$ cat config.mk
export PLATFORM = sky130hd
export DESIGN_NAME = cylinder_mesh_index_generator
export DESIGN_NICKNAME = d
export VERILOG_FILES = /design/src/hdl/cmig_pkg.sv /design/src/hdl/cmig_walk.sv /design/src/hdl/cmig_skid.sv /design/src/hdl/cylinder_mesh_index_generator.sv
export SDC_FILE = /design/constraint.sdc
export NUM_CORES = 1
export LEC_CHECK = 0
export BUFFER_PORTS_ARGS = -buffer_cell sky130_fd_sc_hd__buf_2
export CAP_MARGIN = 10
export CORE_AREA = 5 5 179 181
export CTS_BUF_LIST = sky130_fd_sc_hd__clkbuf_4
export CTS_CLUSTER_SIZE = 40
export DETAILED_ROUTE_END_ITERATION = 8
export DIE_AREA = 0 0 184 186
export PLACE_DENSITY_LB_ADDON = 0.08
export SLEW_MARGIN = 25
export SYNTH_ARGS = -nofsm -noshare
export SYNTH_HDL_FRONTEND = slang
export SYNTH_SLANG_ARGS = --single-unit
$ cat constraint.sdc
create_clock -name clk -period 7 [get_ports clk]
set_input_delay 0.35 -clock clk [delete_from_list [all_inputs] [get_ports clk]]
set_output_delay 0.35 -clock clk [all_outputs]
set_load 0.005 [all_outputs]
$ cat src/hdl/cmig_pkg.sv
// cmig_pkg: shared types and constants for the cylinder mesh index generator
// used by cmig_walk, cmig_skid and cylinder_mesh_index_generator; no dependencies
`default_nettype none

package cmig_pkg;

  // segment count limits
  localparam int MAX_AROUND = 256;
  localparam int MAX_ALONG  = 256;
  localparam int MIN_AROUND = 3;
  localparam int MIN_ALONG  = 1;

  // widths
  localparam int CNT_W     = 9;   // segment counts and ring level
  localparam int SEG_W     = 8;   // segment index
  localparam int IDX_W     = 17;  // vertex index
  localparam int CFG_IDX_W = 2;   // configuration register index
  localparam int CFG_W     = 9;   // widest configuration register
  localparam int IN_DATA_W = 8;
  localparam int OUT_DATA_W = 56; // three vertex indices padded to bytes

  // configuration register indexes
  typedef enum logic [CFG_IDX_W-1:0] {
    CFG_AROUND       = 2'd0,
    CFG_ALONG        = 2'd1,
    CFG_CLOSE_BOTTOM = 2'd2,
    CFG_CLOSE_TOP    = 2'd3
  } cfg_idx_t;

  // walk phase
  typedef enum logic [1:0] {
    PH_SIDE   = 2'd0,
    PH_BOTTOM = 2'd1,
    PH_TOP    = 2'd2
  } phase_t;

  // one triangle
  typedef struct packed {
    logic             last;
    logic [IDX_W-1:0] vertex_c;
    logic [IDX_W-1:0] vertex_b;
    logic [IDX_W-1:0] vertex_a;
  } tri_t;

endpackage

`default_nettype wire

$ cat src/hdl/cmig_walk.sv
// cmig_walk: configuration registers, walk counters and triangle index logic
// depends on cmig_pkg
`default_nettype none

module cmig_walk (
  input  wire logic                          clk,
  input  wire logic                          rst_n,
  input  wire logic                          cfg_wen,
  input  wire logic [cmig_pkg::CFG_IDX_W-1:0] cfg_index,
  input  wire logic [cmig_pkg::CFG_W-1:0]     cfg_wdata,
  input  wire logic                          step,
  input  wire logic                          restart,
  output cmig_pkg::tri_t                     tri_out
);
  import cmig_pkg::*;

  // configuration registers
  logic [CNT_W-1:0] around_r;
  logic [CNT_W-1:0] along_r;
  logic             close_bottom_r;
  logic             close_top_r;

  // walk state
  phase_t           phase_r, phase_nxt;
  logic [CNT_W-1:0] level_r, level_nxt;
  logic [SEG_W-1:0] seg_r, seg_nxt;
  logic             half_r, half_nxt;
  logic [IDX_W-1:0] base_r, base_nxt;

  // derived values
  logic [CNT_W-1:0]   c_eff, l_eff;
  logic [2*CNT_W-1:0] prod;
  logic [IDX_W-1:0]   c17, k, ring_verts, top_centre;

  // state as seen after an optional restart
  logic             start;
  logic             phase_ok;
  phase_t           ph;
  logic [CNT_W-1:0] lvl;
  logic [SEG_W-1:0] seg;
  logic             half;
  logic [IDX_W-1:0] base;

  logic [CNT_W-1:0] s_inc, n9, lvl_inc;
  logic             seg_wrap, lvl_wrap;
  logic [IDX_W-1:0] s17, n17, bc;
  logic [IDX_W-1:0] va, vb, vc;
  phase_t           after_bottom;

  // saturated segment counts
  always_comb begin
    if (around_r < CNT_W'(MIN_AROUND)) begin
      c_eff = CNT_W'(MIN_AROUND);
    end else if (around_r > CNT_W'(MAX_AROUND)) begin
      c_eff = CNT_W'(MAX_AROUND);
    end else begin
      c_eff = around_r;
    end
    if (along_r < CNT_W'(MIN_ALONG)) begin
      l_eff = CNT_W'(MIN_ALONG);
    end else if (along_r > CNT_W'(MAX_ALONG)) begin
      l_eff = CNT_W'(MAX_ALONG);
    end else begin
      l_eff = along_r;
    end
  end

  // ring vertex count and centre vertices
  assign prod       = {{CNT_W{1'b0}}, c_eff} * {{CNT_W{1'b0}}, l_eff};
  assign k          = prod[IDX_W-1:0];
  assign c17        = IDX_W'(c_eff);
  assign ring_verts = k + c17;
  assign top_centre = ring_verts + IDX_W'(close_bottom_r);

  // restart on request or on a state that cannot belong to this mesh
  assign phase_ok = (phase_r == PH_SIDE) || (phase_r == PH_BOTTOM) || (phase_r == PH_TOP);
  assign start    = restart || !phase_ok || ({1'b0, seg_r} >= c_eff) || (level_r >= l_eff);
  assign ph       = start ? PH_SIDE : phase_r;
  assign lvl      = start ? '0 : level_r;
  assign seg      = start ? '0 : seg_r;
  assign half     = start ? 1'b0 : half_r;
  assign base     = start ? '0 : base_r;

  // segment neighbours
  assign s_inc    = {1'b0, seg} + CNT_W'(1);
  assign seg_wrap = (s_inc == c_eff);
  assign n9       = seg_wrap ? '0 : s_inc;
  assign s17      = IDX_W'(seg);
  assign n17      = IDX_W'(n9);
  assign bc       = base + c17;
  assign lvl_inc  = lvl + CNT_W'(1);
  assign lvl_wrap = (lvl_inc == l_eff);

  assign after_bottom = close_top_r ? PH_TOP : PH_SIDE;

  // triangle indices and next walk state
  always_comb begin
    phase_nxt = ph;
    level_nxt = lvl;
    seg_nxt   = seg;
    half_nxt  = half;
    base_nxt  = base;
    va        = '0;
    vb        = '0;
    vc        = '0;
    unique case (ph)
      PH_SIDE: begin
        if (!half) begin
          va = base + s17;
          vb = base + n17;
          vc = bc + s17;
        end else begin
          va = bc + s17;
          vb = base + n17;
          vc = bc + n17;
        end
        half_nxt = !half;
        if (half) begin
          seg_nxt = s_inc[SEG_W-1:0];
          if (seg_wrap) begin
            seg_nxt   = '0;
            level_nxt = lvl_inc;
            base_nxt  = bc;
            if (lvl_wrap) begin
              level_nxt = '0;
              base_nxt  = '0;
              phase_nxt = close_bottom_r ? PH_BOTTOM : after_bottom;
            end
          end
        end
      end
      PH_BOTTOM: begin
        va      = ring_verts;
        vb      = n17;
        vc      = s17;
        seg_nxt = s_inc[SEG_W-1:0];
        if (seg_wrap) begin
          seg_nxt   = '0;
          phase_nxt = after_bottom;
        end
      end
      PH_TOP: begin
        va      = top_centre;
        vb      = k + s17;
        vc      = k + n17;
        seg_nxt = s_inc[SEG_W-1:0];
        if (seg_wrap) begin
          seg_nxt   = '0;
          phase_nxt = PH_SIDE;
        end
      end
      default: begin
        phase_nxt = PH_SIDE;
      end
    endcase
  end

  // result beat: last when the walk is back at its first triangle
  assign tri_out.vertex_a = va;
  assign tri_out.vertex_b = vb;
  assign tri_out.vertex_c = vc;
  assign tri_out.last     = (phase_nxt == PH_SIDE) && (level_nxt == '0) &&
                            (seg_nxt == '0) && !half_nxt;

  // configuration registers
  always_ff @(posedge clk) begin
    if (!rst_n) begin
      around_r       <= CNT_W'(8);
      along_r        <= CNT_W'(1);
      close_bottom_r <= 1'b0;
      close_top_r    <= 1'b0;
    end else if (cfg_wen) begin
      unique case (cfg_idx_t'(cfg_index))
        CFG_AROUND:       around_r       <= cfg_wdata;
        CFG_ALONG:        along_r        <= cfg_wdata;
        CFG_CLOSE_BOTTOM: close_bottom_r <= cfg_wdata[0];
        CFG_CLOSE_TOP:    close_top_r    <= cfg_wdata[0];
        default:          close_top_r    <= close_top_r;
      endcase
    end
  end

  // walk state; any register write returns to the first triangle
  always_ff @(posedge clk) begin
    if (!rst_n || cfg_wen) begin
      phase_r <= PH_SIDE;
      level_r <= '0;
      seg_r   <= '0;
      half_r  <= 1'b0;
      base_r  <= '0;
    end else if (step) begin
      phase_r <= phase_nxt;
      level_r <= level_nxt;
      seg_r   <= seg_nxt;
      half_r  <= half_nxt;
      base_r  <= base_nxt;
    end
  end

`ifndef SYNTHESIS
  // segment counter stays inside the ring
  a_seg_in_ring: assert property (@(posedge clk) disable iff (!rst_n)
    {1'b0, seg_r} < c_eff)
    else $error("segment index outside the ring");

  // ring base tracks ring level times segment count
  a_base_track: assert property (@(posedge clk) disable iff (!rst_n)
    base_r == ({{(IDX_W-CNT_W){1'b0}}, level_r} * {{(IDX_W-CNT_W){1'b0}}, c_eff}))
    else $error("ring base out of step with ring level");

  // a flagged last triangle leaves the walk at its start
  a_last_wraps: assert property (@(posedge clk) disable iff (!rst_n)
    (step && !cfg_wen && tri_out.last) |=>
      (phase_r == PH_SIDE && level_r == '0 && seg_r == '0 && !half_r))
    else $error("walk not at start after last triangle");

  // the bottom cap is only entered when enabled
  a_bottom_enabled: assert property (@(posedge clk) disable iff (!rst_n)
    (phase_r == PH_BOTTOM) |-> close_bottom_r)
    else $error("bottom cap phase without close_bottom");
`endif

endmodule

`default_nettype wire

$ cat src/hdl/cmig_skid.sv
// cmig_skid: result register with a skid stage so the input ready is registered
// depends on cmig_pkg
`default_nettype none

module cmig_skid (
  input  wire logic  clk,
  input  wire logic  rst_n,
  input  wire logic  s_valid,
  output logic       s_ready,
  input  wire cmig_pkg::tri_t s_data,
  output logic       m_valid,
  input  wire logic  m_ready,
  output cmig_pkg::tri_t m_data
);
  import cmig_pkg::*;

  logic main_valid_r;
  tri_t main_data_r;
  logic skid_valid_r;
  tri_t skid_data_r;
  logic s_fire;
  logic main_free;

  assign s_ready   = !skid_valid_r;
  assign s_fire    = s_valid && s_ready;
  assign main_free = m_ready || !main_valid_r;
  assign m_valid   = main_valid_r;
  assign m_data    = main_data_r;

  // valid flags
  always_ff @(posedge clk) begin
    if (!rst_n) begin
      main_valid_r <= 1'b0;
      skid_valid_r <= 1'b0;
    end else if (main_free) begin
      main_valid_r <= skid_valid_r || s_fire;
      skid_valid_r <= 1'b0;
    end else if (s_fire) begin
      skid_valid_r <= 1'b1;
    end
  end

  // payload
  always_ff @(posedge clk) begin
    if (main_free) begin
      main_data_r <= skid_valid_r ? skid_data_r : s_data;
    end else if (s_fire) begin
      skid_data_r <= s_data;
    end
  end

`ifndef SYNTHESIS
  // the skid stage only fills behind a full result register
  a_skid_behind_main: assert property (@(posedge clk) disable iff (!rst_n)
    skid_valid_r |-> main_valid_r)
    else $error("skid stage holds a beat while result register is empty");

  // a parked beat moves forward when the output drains
  a_skid_forward: assert property (@(posedge clk) disable iff (!rst_n)
    (skid_valid_r && m_ready) |=> (main_valid_r && main_data_r == $past(skid_data_r)))
    else $error("skid beat lost or reordered");
`endif

endmodule

`default_nettype wire

$ cat src/hdl/cylinder_mesh_index_generator.sv
// cylinder_mesh_index_generator: top level, one cylinder triangle per request beat
// depends on cmig_pkg, cmig_walk and cmig_skid
`default_nettype none

//  channel | direction | handshake             | payload
//  in_     | slave     | in_tvalid / in_tready  | in_tdata[0] restart
//  out_    | master    | out_tvalid / out_tready| out_tdata vertex a,b,c; out_tlast last
//  cfg_    | write     | cfg_wen                | cfg_index, cfg_wdata
//
//  an accepted request beat's triangle is registered in the result register, or in the skid stage;
//  one triangle per clock while the output is not stalled, set by the walk counters and one 9x9 multiply for the caps
//  rst_n is synchronous: segments_around 8, segments_along 1, caps off, walk at start
//  a stalled output parks one beat in the skid stage, then in_tready drops
//  any register write returns the walk to its first triangle

module cylinder_mesh_index_generator (
  input  wire logic                                clk,
  input  wire logic                                rst_n,
  // bit 0 restart, bits 7:1 zero
  input  wire logic [cmig_pkg::IN_DATA_W-1:0]       in_tdata,
  input  wire logic                                in_tvalid,
  output logic                                     in_tready,
  // bits 16:0 vertex_a, 33:17 vertex_b, 50:34 vertex_c, 55:51 zero
  output logic [cmig_pkg::OUT_DATA_W-1:0]           out_tdata,
  output logic                                     out_tlast,
  output logic                                     out_tvalid,
  input  wire logic                                out_tready,
  input  wire logic                                cfg_wen,
  input  wire logic [cmig_pkg::CFG_IDX_W-1:0]       cfg_index,
  input  wire logic [cmig_pkg::CFG_W-1:0]           cfg_wdata
);
  import cmig_pkg::*;

  logic in_fire;
  tri_t tri_walk;
  tri_t tri_out;

  assign in_fire = in_tvalid && in_tready;

  // counters and index arithmetic
  cmig_walk u_walk (
    .clk       (clk),
    .rst_n     (rst_n),
    .cfg_wen   (cfg_wen),
    .cfg_index (cfg_index),
    .cfg_wdata (cfg_wdata),
    .step      (in_fire),
    .restart   (in_tdata[0]),
    .tri_out   (tri_walk)
  );

  // result register and skid stage
  cmig_skid u_skid (
    .clk     (clk),
    .rst_n   (rst_n),
    .s_valid (in_tvalid),
    .s_ready (in_tready),
    .s_data  (tri_walk),
    .m_valid (out_tvalid),
    .m_ready (out_tready),
    .m_data  (tri_out)
  );

  // pack the result beat
  assign out_tdata = {{(OUT_DATA_W - 3*IDX_W){1'b0}},
                      tri_out.vertex_c, tri_out.vertex_b, tri_out.vertex_a};
  assign out_tlast = tri_out.last;

endmodule

`default_nettype wire
# Word level (Yosys, flattened, before mapping)
# Cells that the tools add are included.
dict set report word_totals {
  out_inout_bits 59
  regBits 163
  input_bits 24
}
dict set report op_classes {
  n_mux 36
  reduce_logical 31
  addsub 11
  mul 1
  n_eq_ne 9
  bitwise 2
  n_lt_le_gt_ge 6
}
# operator count
set ops {}
lappend ops {{$pmux W17 S3} 3}
lappend ops {{$mux W17} 7}
lappend ops {{$mux W9} 10}
lappend ops {{$add A17 B9 Y17} 5}
lappend ops {{$mux W52} 1}
lappend ops {{$add A17 B8 Y17} 3}
lappend ops {{$mux W8} 3}
lappend ops {{$eq A9 B9 Y1} 2}
lappend ops {{$gt A9 B9 Y1 const B} 2}
lappend ops {{$add A17 B1 Y17} 1}
lappend ops {{$mul A9 B9 Y17} 1}
lappend ops {{$mux W2} 8}
lappend ops {{$pmux W8 S2} 1}
lappend ops {{$reduce_and A2 Y1} 5}
lappend ops {{$add A8 B1 Y9 const B} 1}
lappend ops {{$add A9 B1 Y9 const B} 1}
lappend ops {{$ge A8 B9 Y1} 1}
lappend ops {{$ge A9 B9 Y1} 1}
lappend ops {{$logic_not A9 Y1} 1}
lappend ops {{$lt A9 B1 Y1 const B} 1}
lappend ops {{$lt A9 B2 Y1 const B} 1}
lappend ops {{$eq A2 B2 Y1 const B} 4}
lappend ops {{$logic_not A2 Y1} 4}
lappend ops {{$logic_not A8 Y1} 1}
lappend ops {{8 further kinds} 28}

# Depth between registers and ports, before layout
dict set report depth {
  word_depth 19
  ltp_mapped 38
  ltp_nobuf 32
}

# Modules after synthesis
# Synthesis repeated with hierarchy kept, for this count alone.
dict set report unflattened {
  cells_unflattened 1803
  hier_area_um2 15989.1
}
# mod n_inst cells_per_inst area_per_inst_um2
set by_module_without_submodules {}
lappend by_module_without_submodules {cmig_walk 1 1626 11861.4}
lappend by_module_without_submodules {cmig_skid 1 170 4080.2}
lappend by_module_without_submodules {cylinder_mesh_index_generator 1 7 47.5}

# Worst setup path before layout
# Ideal clock, no wire load.
dict set report synth_path {
  path_type {register to register}
  start {reg u_walk.around_r[8]}
  end {reg u_skid.main_data_r, in the netlist u_skid.m_data[33] (data pin)}
  stages_incl_launch_ff 37
  setup_slack_ns -0.811
  required_time_ns 6.740
  synth_period_minus_slack_ns 7.811
  arrival_ns 7.551
  path_buffers 5
  path_cell_list {dfxtp_1 -> buf_4 -> nor3_1 -> nand2_1 -> o21ai_1 -> inv_1 -> ha_1 -> a21o_1 -> a31oi_1 -> o21ai_1 -> a21oi_4 -> clkbuf_1 -> clkbuf_1 -> and2_1 -> ha_1 -> buf_2 -> nand3_1 -> xnor2_1 -> o211ai_1 -> a211oi_2 -> nand3_1 -> nor3_1 -> clkbuf_1 -> nor2_1 -> ha_1 -> fa_1 -> a21o_1 -> a21oi_1 -> o21bai_1 -> a21oi_1 -> o21bai_1 -> a21oi_1 -> o21bai_1 -> nand2_1 -> or4_1 -> a31oi_1 -> mux2_2}
}
# item line_no
set synth_rtl {}
lappend synth_rtl {{from (decl)} cmig_walk.sv:18} ;# logic [CNT_W-1:0] around_r;
lappend synth_rtl {{from (signal assigned)} cmig_walk.sv:174} ;# CFG_AROUND: around_r <= cfg_wdata;
lappend synth_rtl {{to (signal assigned)} cmig_skid.sv:46} ;# main_data_r <= skid_valid_r ? skid_data_r : s_data;
lappend synth_rtl {{to (decl)} cmig_skid.sv:18} ;# tri_t main_data_r;

==> flow_metrics.py <==
metrics = {
    "logic_synthesis": {
        "synth_enable_flop_cells": 104,
        "ys_types": 90,
        "synthCells": 1978,
        "yosysWarnings": 0,
        "syn_avg_cell_area_sq_um": 8.26,
        "syn_area_sq_um": 16300,
        "ys.flop_type": "edfxtp_1",
        "yosysSeqAreaShare_pct": 26.4,
        "synthArstFlopShare_pct": 0,
        "ys_ff_latch": 163,
    },
    "critical_path": {
        "r2r_slack_ns": 0.04,
        "critical_path.cell_chain": "nor4_4 > a21oi_2 > or2_4 > inv_6 > nand2_2 > fa_1 > inv_1 > fa_1 > fa_1 > inv_1 > fa_1 > inv_1 > ha_1 > or4_4 > o21ai_4 > a211oi_2 > o21a_1 > or4_4 > or4b_4 > or3_4 > xnor2_4 > a222oi_1 > a21oi_1",
        "r2r-end": "u_skid.skid_data_r[16]$_DFFE_PP_",
        "crit_path_max_incr_delay_ns": 0.56,
        "crit_cells": 23,
        "crit_top_cell": "fa_1",
        "rr_worst_depth": 23,
        "reg2reg_from": "u_walk.along_r[7]$_SDFFE_PN0P_",
        "worstSetupPathType": "reg -> reg",
        "endpoint_kind": "flop",
        "critPathSlowestCell": "or4_4",
        "startpoint_type": "flop",
        "cp_top_family": "simple AND/OR/NAND/NOR gates",
        "crit_fanout": 6,
        "path_buf_inv": 4,
        "arrival_ns": 7.37,
        "required_ns": 7.41,
    },
    "power": {
        "leakage_uw": 0.00871,
        "irDropWorstVdd_v": 0.000103,
        "total_power_uw": 2280,
        "powerDensity_nw_per_um2": 115,
    },
    "place": {
        "gp_congestion": 1.02,
        "dpl_worst_slack_ns": -0.242,
        "post_dp_cell_area_sq_um": 18800,
        "numPortBuffers": 70,
        "hpwl_microns": 50600,
    },
    "hold_path": {
        "min_path_cells": 3,
        "holdCritStartpoint": "in_tvalid",
        "min_path_type": "in -> reg",
        "hold-path-endpoint": "u_skid.skid_valid_r$_SDFFE_PP0P_",
    },
    "sta": {
        "slew_headroom_pct": 29.1,
        "skew_ns": 0.0373,
        "setup_slack_ns": 0.0405,
        "fmax_mhz": 144,
        "rsz0062_at_grt": "yes",
        "setup_violations": 0,
        "max_slew.worst_pin.slew_ns": 1.06,
        "min_period_ns": 6.96,
        "period_share_pct": 99.4,
        "hold_viol_final": 0,
        "maxSlewViolCount": 0,
        "holdWs_ns": 0.0641,
    },
    "cells_and_area": {
        "final_cell_mix": "buf_4 (270), nand2_1 (235), nor2_1 (189), inv_1 (138), ha_1 (120)",
        "layout_commonest_cell": "buf_4",
        "areaGrowthSynthToFinish_pct": 21.4,
        "nets": 2456,
        "fin_util_pct": 65.5,
        "drive_gt1_share_pct": 23.4,
        "multi_input_area_sq_um": 11600,
        "design_area_sq_um": 19800,
        "layout.filler_cells": 2647,
        "seqCellArea_sq_um": 4310,
    },
    "detailed_routing": {
        "vias_per_cell": 6.33,
        "wl_per_cell_microns": 24.0,
        "drc_errors": 0,
        "drt-total-wl_microns": 63900,
        "antenna_left": 0,
        "drt_iter0_markers": 1852,
        "vias": 16842,
        "firstDrtPassIters": 8,
    },
    "outcome": {
        "status": "completed",
    },
    "clock_tree": {
        "cts.sinks": 163,
        "clockBufferDepth": 2,
        "cts_tree": "built",
        "cts_root_buf": "clkbuf_4",
        "worstSkewPairLatency_ns": 0.65,
        "clk_pin_slew_ns": 0.21,
        "cts_buffers": 17,
        "cts_max_level": 4,
    },
    "floorplanning": {
        "initial_utilization_pct": 54.0,
        "die_area_sq_um": 34200,
        "rows": 64,
        "die_w_microns": 184,
        "die_h_microns": 186,
        "io_pins": 83,
        "coreArea_sq_um": 30300,
    },
    "global_routing": {
        "grt_max_degree": 55,
        "grt_usage_pct": 36.7,
        "grt_pass1_wl_microns": 95500,
        "first_global_vias": 16193,
        "globalRouteOverflowTotal": 0,
        "antenna_found_initial": 4,
    },
    "run": {
        "drv_cap": 0,
    },
}
registers in the layout, indices dropped and copies added, names as in the netlist:
register	count
u_skid.m_data	52
u_skid.m_valid	1
u_skid.skid_data_r	52
u_skid.skid_valid_r	1
u_walk.along_r	9
u_walk.around_r	9
u_walk.base_r	17
u_walk.close_bottom_r	1
u_walk.close_top_r	1
u_walk.half_r	1
u_walk.level_r	9
u_walk.phase_r	2
u_walk.seg_r	8
Yosys cell counts, types with 9 or more instances:
library cell | count | area share, %
a211o_1 | 12 | 0.64
a211oi_1 | 20 | 0.92
a21boi_0 | 12 | 0.55
a21o_1 | 27 | 1.2
a21oi_1 | 111 | 3.4
a222oi_1 | 13 | 0.80
a22oi_1 | 33 | 1.5
a31oi_1 | 36 | 1.4
a32oi_1 | 9 | 0.48
and2_1 | 30 | 1.1
and3_1 | 21 | 0.80
buf_2 | 10 | 0.31
clkbuf_1 | 84 | 1.9
dfxtp_1 | 59 | 7.2
edfxtp_1 | 104 | 19
fa_1 | 56 | 6.9
ha_1 | 128 | 9.8
inv_1 | 139 | 3.2
mux2_2 | 17 | 1.2
mux2i_1 | 11 | 0.67
nand2_1 | 238 | 5.5
nand2b_1 | 19 | 0.73
nand3_1 | 47 | 1.4
nand4_1 | 19 | 0.73
nor2_1 | 194 | 4.5
nor2b_1 | 29 | 1.1
nor3_1 | 40 | 1.2
nor4_1 | 16 | 0.61
o211ai_1 | 15 | 0.69
o21a_1 | 21 | 0.97
o21ai_0 | 86 | 2.6
o21bai_1 | 12 | 0.55
o221ai_1 | 9 | 0.48
o31ai_1 | 21 | 0.97
xnor2_1 | 79 | 4.2
xor2_1 | 49 | 2.6
worst register-to-register path: stages, from the launching register on:
cell and delay, ns:
dfxtp_4 0.40, nor4_4 0.28, a21oi_2 0.09, or2_4 0.26, inv_6 0.09, nand2_2 0.06
fa_1 0.49, inv_1 0.05, fa_1 0.48, fa_1 0.50, inv_1 0.05, fa_1 0.52
inv_1 0.05, ha_1 0.30, or4_4 0.56, o21ai_4 0.08, a211oi_2 0.07, o21a_1 0.20
or4_4 0.48, or4b_4 0.50, or3_4 0.37, xnor2_4 0.17, a222oi_1 0.50, a21oi_1 0.16
through the flow:
stage | setup TNS (ns) | instances
floorplan | 0 | 1982
global placement | -2.09 | 2599
detailed placement | -3.33 | 2599
CTS | 0 | 2642
global route | -0.997 | 2659
finish | 0 | 2661
logic make-up (layout without fill, tap and decap cells):
group / after synthesis / after routing / share of synthesized area [%]
buffers and inverters: 253 / 532 / 6.06
AOI/OAI and AO/OA: 509 / 509 / 21.3
DFF: 163 / 163 / 26.4
xor gates and xnor gates: 131 / 131 / 7.24
other: 1 / 9 / 0.0230
and+or+nand+nor: 708 / 708 / 20.4
adders and majority gates: 185 / 185 / 16.7
muxes: 28 / 28 / 1.85
worst max path at each step:
stage / startpoint / end / slack [ns]
2_1_floorplan: u_walk.along_r[4]$_SDFFE_PN0P_ / u_skid.m_data[43]$_DFFE_PP_ / 0.006
3_3_place_gp: u_walk.along_r[5]$_SDFFE_PN0P_ / u_skid.m_data[40]$_DFFE_PP_ / -0.20
5_1_grt: u_walk.along_r[7]$_SDFFE_PN0P_ / u_skid.m_data[16]$_DFFE_PP_ / -0.14
6_report: u_walk.along_r[7]$_SDFFE_PN0P_ / u_skid.skid_data_r[16]$_DFFE_PP_ / 0.04
3_5_place_dp: u_walk.along_r[5]$_SDFFE_PN0P_ / u_skid.m_data[48]$_DFFE_PP_ / -0.24
4_1_cts: u_walk.along_r[4]$_SDFFE_PN0P_ / u_skid.skid_data_r[11]$_DFFE_PP_ / 0.004
per-layer routing:
layer,vias up,track usage (%),wire [microns]
met1,8040,45.1,24500
li1,7619,-,-
met2,932,61.3,29600
met3,249,6.76,5540
met4,2,19.6,4270
met5,-,0,13
area by class of cell:
cell class                      count  share of cell area, %
Antenna cell                        4                 0.0505
Clock inverter                     15                   1.03
Sequential cell                   163                   21.7
Inverter                          145                   2.78
Multi-Input combinational cell   1566                   58.3
Timing Repair Buffer              355                   12.9
Tap cell                          396                   2.50
Clock buffer                       17                  0.644
what timing repair did:
action,in CTS,in global routing
hold endpoints to repair,14,0
setup endpoints to repair,41,64
pin swaps,4,29
buffers inserted,2,15
hold buffers,9,0
resized for setup,17,98
power breakdown:
group,leakage [uW],internal [uW],switching [uW]
Sequential,0.00152,1060,15.1
Clock,0.000176,209,473
Combinational,0.00702,197,331
Total,0.00871,1460,819
No activity file was read; power rests on OpenSTA's default activity.
